File: config.mk
export PLATFORM = sky130hd
export DESIGN_NAME = sobem_window
export DESIGN_NICKNAME = d
export VERILOG_FILES = /design/src/design/sobem_pkg.sv /design/src/design/sobem_window.sv
export SDC_FILE = /design/constraint.sdc
export NUM_CORES = 1
export LEC_CHECK = 0
export BUFFER_PORTS_ARGS = -buffer_cell sky130_fd_sc_hd__buf_4
export CAP_MARGIN = 20
export CORE_ASPECT_RATIO = 0.8
export CORE_MARGIN = 2
export CORE_UTILIZATION = 45
export CTS_CLUSTER_SIZE = 14
export DETAILED_ROUTE_END_ITERATION = 8
export GPL_ROUTABILITY_DRIVEN = 1
export MAX_ROUTING_LAYER = met4
export PLACE_DENSITY_LB_ADDON = 0.08
export SYNTH_ARGS = -nofsm -noshare
export SYNTH_HDL_FRONTEND = slang
export SYNTH_SLANG_ARGS = --single-unit
File: constraint.sdc
create_clock -name clk -period 11.05 [get_ports clk]
set_input_delay 1.105 -clock clk [delete_from_list [all_inputs] [get_ports clk]]
set_output_delay 1.105 -clock clk [all_outputs]
set_load 0.05 [all_outputs]
File: src/design/sobem_pkg.sv
`default_nettype none

package sobem_pkg;

  // Field and datapath widths.
  localparam int GRAY_W   = 8;
  localparam int COL_W    = 10;
  localparam int DIM_W    = 11;
  localparam int GAIN_W   = 16;
  localparam int CFG_IDX_W = 2;
  localparam int SUMSQ_W  = 21;
  localparam int PROD1_W  = 37;
  localparam int PROD2_W  = 53;
  localparam int SQ_W     = 54;
  localparam int ROOT_W   = 27;

  // Line geometry.
  localparam int MAX_LINE = 1024;
  localparam int MAX_ROWS = 1024;
  localparam int MIN_DIM  = 3;

  // Configuration register indexes.
  localparam logic [CFG_IDX_W-1:0] CFG_IMAGE_WIDTH  = 2'd0;
  localparam logic [CFG_IDX_W-1:0] CFG_IMAGE_HEIGHT = 2'd1;
  localparam logic [CFG_IDX_W-1:0] CFG_GAIN         = 2'd2;

  // Reset values of the configuration registers.
  localparam logic [DIM_W-1:0]  WIDTH_RST  = 11'd640;
  localparam logic [DIM_W-1:0]  HEIGHT_RST = 11'd480;
  localparam logic [GAIN_W-1:0] GAIN_RST   = 16'd256;

  // Line buffer request: a read at the start of an item, a write in the next cycle.
  typedef struct packed {
    logic              rd_en;
    logic [COL_W-1:0]  rd_addr;
    logic              wr_en;
    logic [COL_W-1:0]  wr_addr;
    logic [GRAY_W-1:0] wr_gray;
  } lb_req_t;

  // Line buffer read data: the pixel one row up and the pixel two rows up.
  typedef struct packed {
    logic [GRAY_W-1:0] near;
    logic [GRAY_W-1:0] far;
  } lb_rsp_t;

  // Floor of sum / 3 for sums up to 765, by multiplying with 683 / 2048.
  function automatic logic [GRAY_W-1:0] gray_of(input logic [9:0] sum);
    logic [19:0] prod;
    prod = 20'(sum) * 20'd683;
    return prod[18:11];
  endfunction

  // Clamps a frame dimension to MIN_DIM..limit.
  function automatic logic [DIM_W-1:0] clamp_dim(input logic [DIM_W-1:0] v,
                                                 input logic [DIM_W-1:0] limit);
    logic [DIM_W-1:0] res;
    if (v < DIM_W'(MIN_DIM)) begin
      res = DIM_W'(MIN_DIM);
    end else if (v > limit) begin
      res = limit;
    end else begin
      res = v;
    end
    return res;
  endfunction

endpackage

`default_nettype wire

File: src/design/sobem_window.sv
`default_nettype none

module sobem_window (
  input  wire logic                           clk,
  input  wire logic                           rst_n,
  input  wire logic                           shift_en,
  input  wire logic [sobem_pkg::GRAY_W-1:0]   far_gray,
  input  wire logic [sobem_pkg::GRAY_W-1:0]   near_gray,
  input  wire logic [sobem_pkg::GRAY_W-1:0]   new_gray,
  input  wire logic                           grad_en,
  output logic      [sobem_pkg::SUMSQ_W-1:0]  sum_sq
);

  // win_r[row][col]: row 0 is two rows up, column 2 is the newest.
  logic [sobem_pkg::GRAY_W-1:0]  win_r [3][3];
  logic [sobem_pkg::SUMSQ_W-1:0] sum_sq_r;

  logic [9:0]  left_sum, right_sum, top_sum, bot_sum;
  logic [10:0] gx, gy;
  logic [9:0]  ax, ay;
  logic [19:0] sq_x, sq_y;

  always_ff @(posedge clk) begin
    if (!rst_n) begin
      for (int r = 0; r < 3; r++) begin
        for (int c = 0; c < 3; c++) begin
          win_r[r][c] <= '0;
        end
      end
    end else if (shift_en) begin
      for (int r = 0; r < 3; r++) begin
        win_r[r][0] <= win_r[r][1];
        win_r[r][1] <= win_r[r][2];
      end
      win_r[0][2] <= far_gray;
      win_r[1][2] <= near_gray;
      win_r[2][2] <= new_gray;
    end
  end

  always_comb begin
    left_sum  = 10'(win_r[0][0]) + {1'b0, win_r[1][0], 1'b0} + 10'(win_r[2][0]);
    right_sum = 10'(win_r[0][2]) + {1'b0, win_r[1][2], 1'b0} + 10'(win_r[2][2]);
    top_sum   = 10'(win_r[0][0]) + {1'b0, win_r[0][1], 1'b0} + 10'(win_r[0][2]);
    bot_sum   = 10'(win_r[2][0]) + {1'b0, win_r[2][1], 1'b0} + 10'(win_r[2][2]);
    gx = 11'(left_sum) - 11'(right_sum);
    gy = 11'(top_sum) - 11'(bot_sum);
    ax = gx[10] ? 10'(-gx) : gx[9:0];
    ay = gy[10] ? 10'(-gy) : gy[9:0];
    sq_x = 20'(ax) * 20'(ax);
    sq_y = 20'(ay) * 20'(ay);
  end

  always_ff @(posedge clk) begin
    if (grad_en) begin
      sum_sq_r <= 21'(sq_x) + 21'(sq_y);
    end
  end

  assign sum_sq = sum_sq_r;

endmodule

`default_nettype wire

==> flow_summary.toml <==
[synth]
synth_cells = 1125
postSynth.topFlopCell = "edfxtp_1"
synth-seq-cells = 93
synthDominantCellAreaShare_pct = 32.76
asyncSetResetFlopFracSynth_pct = 0
synthesis.area_per_instance_sq_um = 10.37
synth_top_cells_by_area = "fa_1, edfxtp_1, ha_1, inv_1, and3_1"
synth_enable_flop_cells = 93
synth_area_sq_um = 11670
yosys_warnings = 0
ys_types = 54
synth.largest_area_cell = "fa_1"
synth_nets = 1454
ys_seq_area_share_pct = 23.93

[layout]
antennaDiodeCount = 0
fin_nets = 1510
layout-drive-gt1-share_pct = 8.692
area.growth.synth_to_final_pct = 9.499

[die]
die-area_sq_um = 27250
initial_utilization_pct = 46.00
chipWidth_um = 184.1
design.core.area_sq_um = 25370
die_h_um = 148.0
io_pins = 49
num_rows = 52

[detailed_routing]
initialDrtViolationCount = 430
via_per_inst = 4.840
drc_errors = 0
vias = 7304
wl_um = 22990
postRouteAntennaNets = 0
drt_pass1_iterations = 4
wl_per_cell_um = 15.23

[timing]
fin_tns_setup_ns = 0
f_max_ghz = 0.09612
timing.final.setup_violations = 0
report.final.hold_viol_count = 0
max_slew_margin_pct = 34.13
maxSlewViolCount = 0
holdWs_ns = 0.5606
tightest_slew_ns = 0.9881
setup_repair_after_global_routing_missed_its_margin = "no"
final.period_utilization_pct = 94.15
period_needed_ns = 10.40
fin_skew_ns = 0.01774

[run]
cap_viol_max_count = 0

[min_path]
min_to = "win_r[0][45]$_SDFFCE_PN0P_"
worstHoldPathCells = 1
worst_hold_startpoint = "win_r[0][37]$_SDFFCE_PN0P_"
min-delay-path-class = "reg -> reg"

[global_routing]
antenna_violations_before_repair = 0
globalRouteTotalUtil_pct = 19.80
grt_first_pass_wirelength_um = 40560
grt_max_degree = 74
overflow = 0
vias_in_the_first_global_route = 7997

[critical_path]
number_of_cell_instances_on_the_worst_register_to_register_path = 35
slowest_stage_delay_cp_ns = 0.55
setup.reg_to_reg.worst_slack_ns = 0.65
crit_required_ns = 11.18
critical_path.reg2reg.startpoint = "win_r[0][0]$_SDFFCE_PN0P_"
cp_top_family = "adder cells"
worstSetupStartpointType = "flop"
worstSetupPathType = "reg -> reg"
crit_top_cell = "fa_1"
worst_path_max_delay_cell = "fa_1"
cp.buffers_inverters = 7
crit_path_max_fanout = 6
arrival_ns = 10.53
regToRegEndpoint = "sum_sq[19]$_DFFE_PP_"
crit_path_end_kind = "flop"

[clock_network]
cts_sinks = 93
path_clk_slew_ns = 0.08
cts_max_level = 3
tritoncts.num_buffers = 9
cts_tree = "yes"
worst_skew_pair.late_latency_ns = 0.37
ctsHoldBuffers = 0
cts.root.buffer_cell = "clkbuf_16"
clock_tree.buffer_depth = 2

[status]
run_status = "finished, final reports clean"

[placed_design]
dp_hpwl_um = 19000
placement.io_buffers = 48
globalplace.congestion = 0.8814
## worst register-to-register path: cells and delay by family, from the launching register on
kind / cells / cell delay [ns]
AO/OA/AOI/OAI: 8 / 1.71
flip-flops: 1 / 0.45
AND/OR/NAND/NOR: 4 / 0.52
buffers and inverters: 7 / 0.80
adder cells (fa/ha/maj): 13 / 5.85
XOR/XNOR: 3 / 0.83
## cell families (layout without fill, tap and decap cells)
family | after synthesis | in the layout | synth area share (%)
compound gates | 85 | 85 | 4.953
xor+xnor | 54 | 54 | 4.117
mux | 5 | 5 | 0.4931
fa+ha+maj | 301 | 301 | 44.55
flops | 93 | 93 | 23.93
simple gates | 248 | 248 | 10.98
buf+inv | 339 | 399 | 10.98
## cell type report
type	count	area, sq um
Clock buffer	9	225.2
Fill cell	2381	12590
Multi-Input combinational cell	693	7614
Inverter	316	1186
Timing Repair Buffer	68	510.5
Tap cell	324	405.4
Clock inverter	6	46.29
Sequential cell	93	2793
## sequential cells by signal, summed over array words and instances, names as in the netlist
register  cells
sum_sq       21
win_r        72
## Yosys cell counts (2+ instances only)
master / instances
xor2_1: 19
and2_1: 6
nand2_1: 61
a32oi_1: 2
a21o_1: 17
edfxtp_1: 93
nor3_4: 2
o31a_1: 3
mux2i_1: 2
xnor2_1: 34
fa_1: 191
nand3_1: 2
inv_1: 315
o21ai_0: 11
o21a_1: 5
nand2b_1: 7
nor3_1: 13
mux2_2: 2
a21o_2: 2
a221oi_1: 2
a211oi_1: 4
o21bai_1: 2
nor4_1: 3
or2_2: 4
a21oi_1: 26
nor2_1: 61
ha_1: 110
nor2b_1: 4
and3_1: 77
clkbuf_1: 21
## through the flow
step	std cells	util, %	setup slack [ns]	cell area (sq um)
floorplan	1125	-	1.324	11670
detailed placement	1494	49.26	0.4919	12500
finish	1509	50.36	0.6460	12780
CTS	1509	50.33	0.4658	12770
global placement	1494	49.26	0.5038	12500
global route	1509	50.36	0.05701	12780
## routing by layer
metal | routed length [um] | up-vias | global-route usage (%)
met5 | 0 | - | -
met4 | 207 | 0 | 3.560
met3 | 919 | 12 | 3.597
met2 | 10100 | 102 | 29.68
met1 | 11760 | 3586 | 28.59
li1 | - | 3604 | -
## cells in the final DEF (no fill, tap or decap), drive strengths merged, types with 3 or more instances in the layout
| cell | netlist | layout |
|---|---|---|
| nor2b | 4 | 4 |
| o21ai | 12 | 12 |
| a21o | 19 | 19 |
| inv | 316 | 319 |
| xnor2 | 35 | 35 |
| nor4 | 4 | 4 |
| clkbuf | 21 | 9 |
| nor3 | 15 | 15 |
| o21a | 5 | 5 |
| and3 | 78 | 78 |
| nor2 | 61 | 61 |
| or2 | 4 | 4 |
| xor2 | 19 | 19 |
| a211oi | 4 | 4 |
| o31a | 3 | 3 |
| buf | 2 | 68 |
| a21oi | 27 | 27 |
| ha | 110 | 110 |
| and2 | 6 | 6 |
| edfxtp | 93 | 93 |
| fa | 191 | 191 |
| nand2b | 7 | 7 |
| mux2 | 3 | 3 |
| nand2 | 61 | 61 |
## worst max path at each step
stage	startpoint	endpoint	cells after the start
2_1_floorplan	win_r[0][0]$_SDFFCE_PN0P_	sum_sq[19]$_DFFE_PP_	30
3_3_place_gp	win_r[0][21]$_SDFFCE_PN0P_	sum_sq[19]$_DFFE_PP_	34
3_5_place_dp	win_r[0][0]$_SDFFCE_PN0P_	sum_sq[20]$_DFFE_PP_	31
4_1_cts	win_r[0][0]$_SDFFCE_PN0P_	sum_sq[20]$_DFFE_PP_	31
5_1_grt	win_r[0][0]$_SDFFCE_PN0P_	sum_sq[19]$_DFFE_PP_	35
6_report	win_r[0][0]$_SDFFCE_PN0P_	sum_sq[19]$_DFFE_PP_	35
## repair_timing
| item | in CTS | in global routing |
|---|---|---|
| resized for setup | 0 | 2 |
| buffers inserted | 0 | 0 |
| setup endpoints to repair | 0 | 2 |
Power is left out: the tool's default activity adds up to more than one toggle a clock period on the data nets, which glitch-free logic cannot reach.
